$ cat src/rtl/core/matrix_ring_rotator_top_defines.svh
// Assertion macros shared by the matrix ring rotator RTL.
`ifndef MATRIX_RING_ROTATOR_TOP_DEFINES_SVH
`define MATRIX_RING_ROTATOR_TOP_DEFINES_SVH

`ifndef SYNTHESIS
// Property that must hold at every clock edge outside reset.
`define MRR_ASSERT(label, clk, rst_n, prop) \
	label: assert property (@(posedge clk) disable iff (!rst_n) (prop)) \
		else $error("matrix ring rotator check failed");
// Condition that must never be seen outside reset.
`define MRR_NEVER(label, clk, rst_n, cond) \
	label: assert property (@(posedge clk) disable iff (!rst_n) !(cond)) \
		else $error("matrix ring rotator forbidden condition seen");
`else
`define MRR_ASSERT(label, clk, rst_n, prop)
`define MRR_NEVER(label, clk, rst_n, cond)
`endif

`endif

$ cat src/rtl/core/mrr_pkg.sv
// Shared types and constants of the matrix ring rotator.
`timescale 1ns / 1ps
`default_nettype none
package mrr_pkg;

	localparam int DATA_W = 32;
	localparam int IDX_W  = 8;
	localparam int DIM_W  = 9;
	localparam int PER_W  = DIM_W + 2;
	localparam int CNT_W  = $clog2(DATA_W);

	localparam logic OP_WRITE = 1'b0;
	localparam logic OP_READ  = 1'b1;

	localparam logic [1:0] REG_ROW_COUNT      = 2'd0;
	localparam logic [1:0] REG_COL_COUNT      = 2'd1;
	localparam logic [1:0] REG_ROTATION_STEPS = 2'd2;

	localparam logic [DIM_W-1:0] DIM_RESET = DIM_W'(2);
	localparam logic [DIM_W-1:0] DIM_MIN   = DIM_W'(2);

	typedef struct packed {
		logic              start;
		logic [DATA_W-1:0] dividend;
		logic [PER_W-1:0]  divisor;
	} rem_req_t;

	typedef struct packed {
		logic             done;
		logic [PER_W-1:0] remainder;
	} rem_rsp_t;

endpackage
`default_nettype wire

$ cat src/rtl/core/mrr_rem_unit.sv
// Bit-serial restoring remainder unit: one dividend bit per clock cycle.
`timescale 1ns / 1ps
`default_nettype none
module mrr_rem_unit
	import mrr_pkg::*;
(
	input  wire logic     clk,
	input  wire logic     arst_n,
	input  wire rem_req_t req,
	output rem_rsp_t      rsp
);

	logic              busy_q;
	logic              done_q;
	logic [CNT_W-1:0]  cnt_q;
	logic [DATA_W-1:0] dvd_q;
	logic [PER_W-1:0]  div_q;
	logic [PER_W-1:0]  rem_q;
	logic [PER_W:0]    trial;
	logic [PER_W-1:0]  rem_next;

	// The partial remainder stays below the divisor, so one subtract restores it.
	always_comb begin
		trial = {rem_q, dvd_q[DATA_W-1]};
		if (trial >= {1'b0, div_q}) begin
			rem_next = PER_W'(trial - {1'b0, div_q});
		end else begin
			rem_next = trial[PER_W-1:0];
		end
	end

	always_ff @(posedge clk or negedge arst_n) begin
		if (!arst_n) begin
			busy_q <= 1'b0;
			done_q <= 1'b0;
			cnt_q  <= '0;
		end else begin
			done_q <= 1'b0;
			if (req.start && !busy_q) begin
				busy_q <= 1'b1;
				cnt_q  <= '0;
			end else if (busy_q) begin
				cnt_q <= cnt_q + CNT_W'(1);
				if (cnt_q == CNT_W'(DATA_W - 1)) begin
					busy_q <= 1'b0;
					done_q <= 1'b1;
				end
			end
		end
	end

	always_ff @(posedge clk) begin
		if (req.start && !busy_q) begin
			dvd_q <= req.dividend;
			div_q <= req.divisor;
			rem_q <= '0;
		end else if (busy_q) begin
			dvd_q <= {dvd_q[DATA_W-2:0], 1'b0};
			rem_q <= rem_next;
		end
	end

	assign rsp.done      = done_q;
	assign rsp.remainder = rem_q;

endmodule
`default_nettype wire

$ cat config.mk
export PLATFORM = sky130hd
export DESIGN_NAME = mrr_rem_unit
export DESIGN_NICKNAME = d
export VERILOG_FILES = /design/src/rtl/core/matrix_ring_rotator_top_defines.svh /design/src/rtl/core/mrr_pkg.sv /design/src/rtl/core/mrr_rem_unit.sv
export SDC_FILE = /design/constraint.sdc
export NUM_CORES = 1
export LEC_CHECK = 0
export BUFFER_PORTS_ARGS = -buffer_cell sky130_fd_sc_hd__buf_2
export CAP_MARGIN = 20
export CORE_ASPECT_RATIO = 1.75
export CORE_MARGIN = 10
export CORE_UTILIZATION = 50
export CTS_BUF_LIST = sky130_fd_sc_hd__clkbuf_4 sky130_fd_sc_hd__clkbuf_8 sky130_fd_sc_hd__clkbuf_16
export DETAILED_ROUTE_END_ITERATION = 8
export GPL_TIMING_DRIVEN = 0
export HOLD_SLACK_MARGIN = 0.05
export PLACE_DENSITY = 0.81
export SLEW_MARGIN = 20
export SYNTH_ARGS = -nofsm -noshare
export SYNTH_HDL_FRONTEND = slang
export SYNTH_SLANG_ARGS = --single-unit
$ cat constraint.sdc
create_clock -name clk -period 2.45 [get_ports clk]
set_clock_uncertainty 0.05 [all_clocks]
set_input_delay 0.49 -clock clk [delete_from_list [all_inputs] [get_ports clk]]
set_output_delay 0.49 -clock clk [all_outputs]
set_load 0.02 [all_outputs]
Word level (Yosys, flattened, before mapping)

Index checks and enable logic that the tools add are counted.

Add/sub/neg operators: 2
$lt $le $gt $ge: 1
Equality and inequality tests: 1
Muxes and demuxes: 11
Reduce and logical (&&, ||, !) cells: 3

Operators by type and width:

| operator                                                       | number |
|---|---|
| 32-bit 2-to-1 mux                                              | 2 |
| 12-bit by 11-bit >= comparator with 1-bit output               | 1 |
| 11-bit 2-to-1 mux                                              | 1 |
| 11-bit subtractor                                              | 1 |
| 5-bit 2-to-1 mux                                               | 2 |
| 1-bit 2-to-1 mux                                               | 6 |
| 5-bit by 1-bit adder with 5-bit output (second input constant) | 1 |
| 5-bit == test (second input constant)                          | 1 |
| 2-bit nonzero test                                             | 1 |
| 1-bit logical AND                                              | 1 |
| 1-bit zero test                                                | 1 |

Flip-flop bits (word level): 61
Input port bits: 46
Output and inout port bits: 12
Logic and storage cells: 24

Logic depth before layout (Yosys ltp)

Gate-level depths: netlist of run 1.

Depth in word-level cells: 4
Gate-level depth with buffers: 10
Depth with buffers taken out: 9

Worst setup path after synthesis of run 1

Ideal clock, no wire load.

Path kind: register -> register
From: reg rem_q[0]
To: reg rem_q[3]
Setup time: 0.117 ns
Arrival time: 2.243 ns
Data required time: 2.283 ns
Setup slack: 0.040 ns
Cell stages (with the launch flop): 10
Path buffers: 1
Clock period less this slack: 2.410 ns
Path through: dfxtp_1 inv_1 fa_1 nand2b_1 a21oi_4 o211a_4 nor3_2 buf_6 mux2_4 a22o_2

Cells in the longest elaborated chain, start to end: 2
Elaborated cells on any way between the ends: 3
Classes of those cells: add/sub: 1; order compare: 1; mux: 1

Ends and longest elaborated chain:

| element                                                                                      | line                                   | text |
|---|---|---|
| start: declaration                                                                           | mrr_rem_unit.sv:18                     | `logic [PER_W-1:0] rem_q;` |
| start signal: assignment                                                                     | mrr_rem_unit.sv:59                     | `rem_q <= rem_next;` |
| 11-bit subtractor / 12-bit by 11-bit >= comparator with 1-bit output (equally long branches) | mrr_rem_unit.sv:26, mrr_rem_unit.sv:25 |  |
| 11-bit 2-to-1 mux (*)                                                                        | mrr_rem_unit.sv:25                     | `if (trial >= {1'b0, div_q}) begin` |

Every way passes the cells marked *; elsewhere a longest branch is shown, timed or not.
A chain may end at the register's enable or synchronous reset.

Worst setup path in the final report of run 1

From: reg dvd_q[31]
To: reg rem_q[3]

Cells in the longest elaborated chain, start to end: 2
Elaborated cells on any way between the ends: 3
Classes of those cells: add/sub: 1; order compare: 1; mux: 1

Ends and longest elaborated chain:

| element                                                                                      | line                                   | text |
|---|---|---|
| start: declaration                                                                           | mrr_rem_unit.sv:16                     | `logic [DATA_W-1:0] dvd_q;` |
| start signal: assignment                                                                     | mrr_rem_unit.sv:54                     | `dvd_q <= req.dividend;` |
| start signal: assignment                                                                     | mrr_rem_unit.sv:58                     | `dvd_q <= {dvd_q[DATA_W-2:0], 1'b0};` |
| 11-bit subtractor / 12-bit by 11-bit >= comparator with 1-bit output (equally long branches) | mrr_rem_unit.sv:26, mrr_rem_unit.sv:25 |  |
| 11-bit 2-to-1 mux (*)                                                                        | mrr_rem_unit.sv:25                     |  |

Marked as above.

==> results of run 1 <==
worst paths after layout:
| check | to | slack (ns) | cells past startpoint |
|---|---|---|---|
| worst max-delay path | rem_q[3]$_SDFFE_PP0P_ | 0.1 | 10 |
| worst min-delay path | div_q[7]$_DFFE_PP_ | 0.27 | 1 |
| worst max register to register | rem_q[3]$_SDFFE_PP0P_ | 0.1 | 10 |
| worst min register to register | cnt_q[4]$_DFFE_PN0P_ | 0.47 | 1 |
| max in group asynchronous | busy_q$_DFF_PN0_ | 1.74 | 2 |
| min in group asynchronous | cnt_q[3]$_DFFE_PN0P_ | 0.46 | 2 |
worst max-delay path: stages, from the launching register on:
cell	delay (ns)
edfxtp_1	0.37
inv_1	0.08
ha_2	0.20
fa_2	0.22
nand2b_4	0.13
a21oi_4	0.06
o211a_4	0.27
nor3_4	0.22
buf_6	0.15
mux2_4	0.29
a22o_2	0.20
sequential cells by signal, indices dropped and copies added, names as in the netlist:
signal	count
busy_q	1
cnt_q	5
div_q	11
done_q	1
dvd_q	32
rem_q	11
logic make-up after synthesis:
| logic type | Yosys count | share of synthesized area [%] |
|---|---|---|
| DFF | 61 | 56.0 |
| AOI/OAI and AO/OA | 41 | 10.8 |
| muxes | 40 | 15.0 |
| and+or+nand+nor | 34 | 5.98 |
| buffers and inverters | 24 | 3.36 |
| adders and majority gates | 14 | 6.06 |
| xor gates and xnor gates | 10 | 2.91 |
layer usage:
metal / part of all wire, % / GRT usage, % / up-vias
met1: 36 / 13.8 / 991
met5: 0 / 0 / -
met3: 5.2 / 5.05 / 13
li1: - / - / 993
met4: 2.6 / 8.90 / 0
met2: 56 / 24.1 / 56
cells in the final DEF, fill, tap and decap left out, drive strengths merged, types with 2 or more instances in the layout:
cell	Yosys	final
buf	3	65
edfxtp	43	43
mux2	35	35
clkbuf	6	19
inv	15	15
ha	13	13
dfxtp	11	11
nor2	10	10
a22o	9	9
dfrtp	7	7
a21oi	6	6
nand2	5	5
xor2	5	5
o21ai	5	5
mux2i	5	5
xnor2	5	5
a21o	4	4
a31oi	4	4
nand2b	4	4
nand3	3	3
a32oi	3	3
clkinv	0	3
and2	2	2
o41ai	2	2
nor3	2	2
per-stage QoR:
| step | util, % | worst slack [ns] | TNS [ns] | hold slack, ns |
|---|---|---|---|---|
| 2_1_floorplan | - | 0.0397 | 0 | 0.144 |
| 3_3_place_gp | 57.8 | -0.276 | -7.19 | 0.280 |
| 3_5_place_dp | 57.8 | -0.296 | -2.39 | 0.282 |
| 4_1_cts | 61.3 | 0.0328 | 0 | 0.245 |
| 5_1_grt | 61.9 | -0.00623 | -0.00623 | 0.244 |
| 6_report | 61.9 | 0.0964 | 0 | 0.270 |
repair_timing:
action / 4_1_cts / 5_1_grt
gates resized for setup: 3 / 2
hold buffers: 1 / 0
setup buffers: 1 / 4
hold endpoints to repair: 7 / 0
pin swaps: 1 / 2
setup endpoints to repair: 10 / 2
power by group:
part	internal, W	total, W	switching, W	leakage, nW
Clock	0.000420	0.000795	0.000375	0.0927
Combinational	0.00109	0.00210	0.00101	0.899
Sequential	0.00160	0.00182	0.000216	0.642
area by class of cell:
cell class              count  share of cell area [%]
flip-flops and latches     61                    46.4
multi-input cells         139                    34.2
repair buffers             63                    9.15
clock buffers              13                    4.40
well taps                  78                    2.68
inverters                  15                    1.55
plain buffers               9                    1.27
clock inverters             3                   0.344
==> flow_metrics.tcl, run 1 <==
set metrics [dict create \
    hpwlAfterDp_um 4760 \
    final_antenna_net_count 0 \
    r2r-start "dvd_q[31]$_DFFE_PP_" \
    wire_per_inst_um 16.6 \
    arrival_ns 2.54 \
    ys_warn_count 0 \
    ir_worst_vdd_mv 0.624 \
    nFillCells 485 \
    via_count 2053 \
    outcome "completed" \
    ys_seq_area_share_pct 56.0 \
    fin_total_pwr_w 0.00471 \
    synth_area_leaders "edfxtp_1 43%, mux2_2 12%, dfxtp_1 7.3%" \
    synth_top_area_cell "edfxtp_1" \
    drc 0 \
    seq_area_um2 1690 \
    cp-end-kind "flop" \
    synth_area_um2 3010 \
    synth_cells 224 \
    final_cells 381 \
    gp_congestion 0.899 \
    grt_pass1_vias 2209 \
    viasPerCell 5.39 \
    die-area_um2 9660 \
    htreeDepth 3 \
    grt_util_all_layers_pct 14.0 \
    cts_root_buffer "clkbuf_8" \
    cp-start-kind "flop" \
    hold_class "primary input to flop" \
    synth_ff_type "edfxtp_1" \
    grt_pass1_wl_um 10400 \
    drt-total-wl_um 6330 \
    critPathLaunch "dvd_q[31]$_DFFE_PP_" \
    yosys.area.top_type_share_pct 42.8 \
    io_buffers 57 \
    dr.pass1.iters 4 \
    max_freq_mhz 425 \
    hold_start "req[7]" \
    coreArea_um2 5880 \
    insertion_delay_ns 0.34 \
    cts_buffers 9 \
    die_w_um 78.7 \
    dpl.cell_count 359 \
    yosysUniqueCellTypes 47 \
    final_max_slew_viol_count 0 \
    clockBufferDepth 2 \
    max_slew_margin_pct 56.0 \
    nets 358 \
    fin_crit_ns 2.35 \
    ys_top_cells_by_count "43 x edfxtp_1, 33 x mux2_2, 15 x inv_1" \
    clk_pin_slew_ns 0.07 \
    power_density_nw_per_um2 1290 \
    hold_viol 0 \
    area_growth_pct 20.7 \
    globalRoute.totalOverflow 0 \
    drv_cap 0 \
    cts_tree "yes" \
    crit_type "flop to flop" \
    yosysMostFrequentCell "edfxtp_1" \
    io_pins 58 \
    synth.avg_cell_area_um2 13.5 \
    synth-async-reset-ratio_pct 11.5 \
    drt-initial-drc-count 90 \
    cts_sinks 61 \
    synth.net_count 284 \
    drive_gt1_share_pct 40.6 \
    fin_area_um2 3640 \
    antenna_found_initial 0 \
    synth_seq_cells 61 \
    multi_input_area_um2 1240 \
    initial_core_util_pct 51.3 \
    grt_max_degree 33 \
    finalSetupViolations 0 \
    diodes 0 \
    worst-path-max-fanout 5 \
    p_leak_nw 1.63 \
    synth_edf_count 43 \
    required_ns 2.64 \
    worst_slew_pin_slew_ns 0.659 \
    rows 37 \
    finalCritPeriodShare_pct 96.1 \
    die_h_um 123 \
    dpl_cell_area_um2 3400 \
]
Power figures use the tool's default switching activity.
==> run 2, diff against run 1 <==
--- a/config.mk
+++ b/config.mk
@@ -10,7 +10,6 @@
 export CORE_ASPECT_RATIO = 1.75
 export CORE_MARGIN = 10
 export CORE_UTILIZATION = 50
-export CTS_BUF_LIST = sky130_fd_sc_hd__clkbuf_4 sky130_fd_sc_hd__clkbuf_8 sky130_fd_sc_hd__clkbuf_16
 export DETAILED_ROUTE_END_ITERATION = 8
 export GPL_TIMING_DRIVEN = 0
 export HOLD_SLACK_MARGIN = 0.05
==> flow_metrics.tcl, run 2 (synthesized netlist as in run 1, its figures left out) <==
set metrics [dict create \
    p_leak_nw 1.62 \
    grt_util_all_layers_pct 14.0 \
    die_w_um 78.7 \
    max_freq_mhz 425 \
    rows 37 \
    power.share.clock_pct 16.3 \
    clockBufferDepth 2 \
    worst_hold_path.endpoint "div_q[7]$_DFFE_PP_" \
    cts_tree "yes" \
    arrival_ns 2.54 \
    reg_top3 "dvd_q x32, div_q x11, rem_q x11" \
    whs_path_depth 1 \
    hpwlAfterDp_um 4760 \
    cp-start-kind "flop" \
    slowest_delay_ns 0.37 \
    nFillCells 487 \
    cts_buffers 9 \
    insertion_delay_ns 0.34 \
    grt_pass1_wl_um 10400 \
    ir_worst_vdd_mv 0.631 \
    fin_total_pwr_w 0.00468 \
    drive_gt1_share_pct 39.6 \
    cp-end-kind "flop" \
    globalRoute.totalOverflow 0 \
    grt_max_degree 33 \
    hold_start "req[7]" \
    grt_pass1_vias 2211 \
    dpl.cell_count 359 \
    clk_pin_slew_ns 0.06 \
    final_antenna_net_count 0 \
    finalSetupViolations 0 \
    nets 358 \
    viasPerCell 5.35 \
    final_util_pct 61.7 \
    required_ns 2.64 \
    ff2ff_path_depth 10 \
    worst-path-max-fanout 5 \
    die_h_um 123 \
    p_switching_w 0.00160 \
    r2r_end "rem_q[3]$_SDFFE_PP0P_" \
    drv_cap 0 \
    met2_usage_pct 24.2 \
    layout_commonest_cell "buf_2" \
    met3_usage_pct 4.98 \
    worst-path-buf-inv 2 \
    pwr-share-comb_pct 44.9 \
    drt-initial-drc-count 95 \
    largest_register "dvd_q" \
    cts_sinks 61 \
    final_cells 381 \
    largest_register_ffs 32 \
    initial_core_util_pct 51.3 \
    drt-total-wl_um 6330 \
    worst_slew_pin_slew_ns 0.668 \
    crit_chain "inv_1 -> ha_2 -> fa_2 -> nand2b_4 -> a21oi_4 -> o211a_4 -> nor3_4 -> buf_6 -> mux2_4 -> a22o_2" \
    slowest_stage "edfxtp_1" \
    die-area_um2 9660 \
    gp_congestion 0.899 \
    io_buffers 57 \
    hold_class "primary input to flop" \
    pwr-share-seq_pct 38.8 \
    via_count 2037 \
    max_slew_margin_pct 55.4 \
    antenna_found_initial 0 \
    met1_usage_pct 13.8 \
    io_pins 58 \
    coreArea_um2 5880 \
    power_switching_share_pct 34.2 \
    hold_viol 0 \
    outcome "completed" \
    htreeDepth 3 \
    final_max_slew_viol_count 0 \
    wire_per_inst_um 16.6 \
    power_density_nw_per_um2 1290 \
    cts_root_buffer "clkbuf_8" \
    diodes 0 \
    p_int_w 0.00308 \
    grt-busiest-layer "met2" \
    r2r_slack_ns 0.1 \
    layout_common_cells "57 x buf_2, 43 x edfxtp_1, 33 x mux2_2" \
    r2r-start "dvd_q[31]$_DFFE_PP_" \
    dr.pass1.iters 4 \
    drc 0 \
    fin_crit_ns 2.35 \
    crit_family "compound AO/OA/AOI/OAI gates" \
    crit_type "flop to flop" \
    area_growth_pct 20.3 \
    finalCritPeriodShare_pct 96.0 \
]
## run 2: power groups by stage
| stage | logic, W | registers, W | clock network (W) |
|---|---|---|---|
| after floorplan | 0.00147 | 0.00189 | 0 |
| after global placement | 0.00196 | 0.00182 | 0 |
| after detailed placement | 0.00201 | 0.00184 | 0 |
| after CTS | 0.00206 | 0.00182 | 0.000790 |
| after global routing | 0.00232 | 0.00187 | 0.000831 |
| final | 0.00210 | 0.00182 | 0.000761 |
## run 2: what timing repair did
item / CTS / global route
hold buffers: 1 / 0
endpoints found under the setup margin: 10 / 2
hold endpoints to repair: 7 / 0
pin swaps: 1 / 2
buffers inserted: 1 / 4
resized for setup: 3 / 2
## run 2: layout make-up
cell class	count	area [um^2]	area share, %
Buffer	9	46.3	1.28
Timing Repair Buffer	63	333	9.18
Clock buffer	13	149	4.11
Inverter	15	56.3	1.55
Sequential cell	61	1690	46.5
Multi-Input combinational cell	139	1240	34.3
Clock inverter	3	12.5	0.345
Tap cell	78	97.6	2.69
## run 2: stage by stage
stage | worst slack [ns] | hold WS [ns] | area (um^2) | setup TNS [ns]
final | 0.0979 | 0.271 | 3630 | 0
after global routing | -0.00623 | 0.244 | 3630 | -0.00623
after CTS | 0.0328 | 0.247 | 3590 | 0
after detailed placement | -0.296 | 0.282 | 3400 | -2.39
after global placement | -0.276 | 0.280 | 3400 | -7.19
after floorplan | 0.0397 | 0.144 | 3010 | 0
## run 2: metal layers
metal,routed length (um),vias to the layer above
met5,0,-
met4,167,0
met3,320,13
met2,3520,55
met1,2310,975
li1,-,994
## run 2: worst max-delay path by stage
stage                                from                    end  slack [ns]  cells past startpoint
detailed placement                req[43]    dvd_q[24]$_DFFE_PP_       -0.30                      5
floorplan           rem_q[0]$_SDFFE_PP0P_  rem_q[3]$_SDFFE_PP0P_        0.04                      9
global route          dvd_q[31]$_DFFE_PP_  rem_q[3]$_SDFFE_PP0P_      -0.006                     10
global placement                  req[43]    dvd_q[24]$_DFFE_PP_       -0.28                      5
finish                dvd_q[31]$_DFFE_PP_  rem_q[3]$_SDFFE_PP0P_         0.1                     10
CTS                    div_q[9]$_DFFE_PP_  rem_q[3]$_SDFFE_PP0P_        0.03                      8
==> run 3, diff against run 2 <==
--- a/config.mk
+++ b/config.mk
@@ -7,13 +7,16 @@
 export LEC_CHECK = 0
 export BUFFER_PORTS_ARGS = -buffer_cell sky130_fd_sc_hd__buf_2
 export CAP_MARGIN = 20
+export CELL_PAD_IN_SITES_DETAIL_PLACEMENT = 0
+export CELL_PAD_IN_SITES_GLOBAL_PLACEMENT = 1
 export CORE_ASPECT_RATIO = 1.75
 export CORE_MARGIN = 10
-export CORE_UTILIZATION = 50
+export CORE_UTILIZATION = 44
 export DETAILED_ROUTE_END_ITERATION = 8
 export GPL_TIMING_DRIVEN = 0
 export HOLD_SLACK_MARGIN = 0.05
-export PLACE_DENSITY = 0.81
+export PLACE_DENSITY = 0.84
+export SETUP_SLACK_MARGIN = 0.02
 export SLEW_MARGIN = 20
 export SYNTH_ARGS = -nofsm -noshare
 export SYNTH_HDL_FRONTEND = slang
==> constraint.sdc (replaced) <==
create_clock -name clk -period 2.6 [get_ports clk]
set_clock_uncertainty 0.05 [all_clocks]
set_input_delay 0.52 -clock clk [delete_from_list [all_inputs] [get_ports clk]]
set_output_delay 0.52 -clock clk [all_outputs]
set_load 0.02 [all_outputs]
==> flow_metrics.tcl, run 3 (synthesized netlist as in run 1, its figures left out) <==
set metrics [dict create \
    grt_util_all_layers_pct 12.5 \
    diodes 0 \
    worst_slew_pin_slew_ns 0.651 \
    via_count 2025 \
    crit_type "flop to flop" \
    ff2ff_path_depth 9 \
    outcome "completed" \
    io_pins 58 \
    fin_crit_ns 2.49 \
    r2r-start "div_q[0]$_DFFE_PP_" \
    pwr-share-seq_pct 34.3 \
    hpwlAfterDp_um 4810 \
    largest_register_ffs 32 \
    nets 358 \
    initial_core_util_pct 45.8 \
    cts_buffers 9 \
    hold_start "req[0]" \
    fin_area_um2 3790 \
    gp_congestion 0.862 \
    cts_tree "yes" \
    reg_top3 "dvd_q x32, div_q x11, rem_q x11" \
    p_switching_w 0.00158 \
    max_slew_margin_pct 56.5 \
    max_freq_mhz 402 \
    required_ns 2.77 \
    r2r_slack_ns 0.11 \
    final_max_slew_viol_count 0 \
    layout_common_cells "57 x buf_2, 43 x edfxtp_1, 33 x mux2_2" \
    htreeDepth 3 \
    grt_max_degree 33 \
    grt_pass1_wl_um 10100 \
    die_h_um 129 \
    drv_cap 0 \
    arrival_ns 2.66 \
    power.share.clock_pct 26.7 \
    crit_chain "ha_1 -> fa_1 -> nand2b_1 -> a21oi_4 -> o211a_4 -> nor3_2 -> buf_6 -> mux2_4 -> a22o_2" \
    pwr-share-comb_pct 39.0 \
    worst_hold_path.endpoint "div_q[0]$_DFFE_PP_" \
    slowest_delay_ns 0.41 \
    p_leak_nw 1.70 \
    final_antenna_net_count 0 \
    area_growth_pct 25.7 \
    power_switching_share_pct 31.4 \
    wire_per_inst_um 16.3 \
    cp-start-kind "flop" \
    coreArea_um2 6590 \
    clk_pin_slew_ns 0.05 \
    cts_sinks 61 \
    ir_worst_vdd_mv 0.661 \
    hold_viol 0 \
    antenna_found_initial 0 \
    grt_setup_unrepaired "no" \
    drt-total-wl_um 6290 \
    largest_register "dvd_q" \
    fin_total_pwr_w 0.00503 \
    hold_class "primary input to flop" \
    r2r_end "rem_q[4]$_SDFFE_PP0P_" \
    nFillCells 579 \
    die-area_um2 10700 \
    cts_root_buffer "clkbuf_16" \
    io_buffers 57 \
    p_int_w 0.00345 \
    globalRoute.totalOverflow 0 \
    insertion_delay_ns 0.33 \
    finalCritPeriodShare_pct 95.8 \
    finalSetupViolations 0 \
    drt-initial-drc-count 121 \
    finalSetupTns_ns 0 \
    layout_commonest_cell "buf_2" \
    whs_path_depth 1 \
    rows 39 \
    drc 0 \
    dpl.cell_count 363 \
    dpl_cell_area_um2 3400 \
    grt_pass1_vias 2196 \
    die_w_um 82.6 \
    final_cells 385 \
    slowest_stage "fa_1" \
    power_density_nw_per_um2 1330 \
    worst-path-max-fanout 8 \
    drive_gt1_share_pct 39.9 \
    cp-end-kind "flop" \
    clockBufferDepth 2 \
    viasPerCell 5.26 \
    dr.pass1.iters 4 \
]
-- run 3: cell type report --
class	instances	area (um^2)	area share, %
Timing Repair Buffer	63	333	8.78
Tap cell	82	103	2.71
Multi-Input combinational cell	139	1230	32.4
Clock buffer	9	225	5.94
Buffer	9	46.3	1.22
Clock inverter	7	114	3.00
Sequential cell	61	1690	44.5
Inverter	15	56.3	1.49
-- run 3: per-layer routing --
| layer | wire length (um) | track usage (%) | up-vias |
|---|---|---|---|
| li1 | - | - | 994 |
| met5 | 0 | 0 | - |
| met1 | 2340 | 12.3 | 965 |
| met3 | 419 | 5.33 | 12 |
| met2 | 3350 | 21.1 | 54 |
| met4 | 187 | 6.92 | 0 |
-- run 3: timing repair --
item	CTS	global route
buffers inserted	0	5
hold endpoints to repair	7	0
hold buffers	1	0
gates resized for setup	0	0
setup endpoints to repair	0	2
-- run 3: through the flow --
step	setup WS, ns	utilization, %	hold slack (ns)
2_1_floorplan	0.190	-	0.174
3_3_place_gp	-0.0866	51.6	0.307
3_5_place_dp	-0.0763	51.6	0.312
4_1_cts	0.0735	56.9	0.301
5_1_grt	0.0327	57.5	0.308
6_report	0.110	57.5	0.315
-- run 3: how the worst max path moves through the flow --
stage | startpoint | end | slack (ns) | cells past startpoint
after floorplan | rem_q[0]$_SDFFE_PP0P_ | rem_q[3]$_SDFFE_PP0P_ | 0.19 | 9
after global placement | req[43] | dvd_q[6]$_DFFE_PP_ | -0.09 | 4
after detailed placement | req[43] | dvd_q[25]$_DFFE_PP_ | -0.08 | 5
after CTS | div_q[0]$_DFFE_PP_ | rem_q[4]$_SDFFE_PP0P_ | 0.07 | 9
after global routing | dvd_q[31]$_DFFE_PP_ | rem_q[4]$_SDFFE_PP0P_ | 0.03 | 10
final | div_q[0]$_DFFE_PP_ | rem_q[4]$_SDFFE_PP0P_ | 0.11 | 9
-- run 3: critical path: cells and delay by family, from the launching register on --
| kind | cells | cell delay (ns) |
|---|---|---|
| buf+inv | 1 | 0.14 |
| flops | 1 | 0.37 |
| simple gates | 2 | 0.26 |
| fa+ha+maj | 2 | 0.63 |
| mux | 1 | 0.29 |
| compound gates | 3 | 0.64 |
-- run 3: power by group through the flow --
| stage | Combinational (W) | Clock (W) | Sequential, W |
|---|---|---|---|
| 2_1_floorplan | 0.00138 | 0 | 0.00178 |
| 3_3_place_gp | 0.00186 | 0 | 0.00173 |
| 3_5_place_dp | 0.00190 | 0 | 0.00174 |
| 4_1_cts | 0.00191 | 0.00137 | 0.00173 |
| 5_1_grt | 0.00216 | 0.00140 | 0.00177 |
| 6_report | 0.00196 | 0.00134 | 0.00172 |
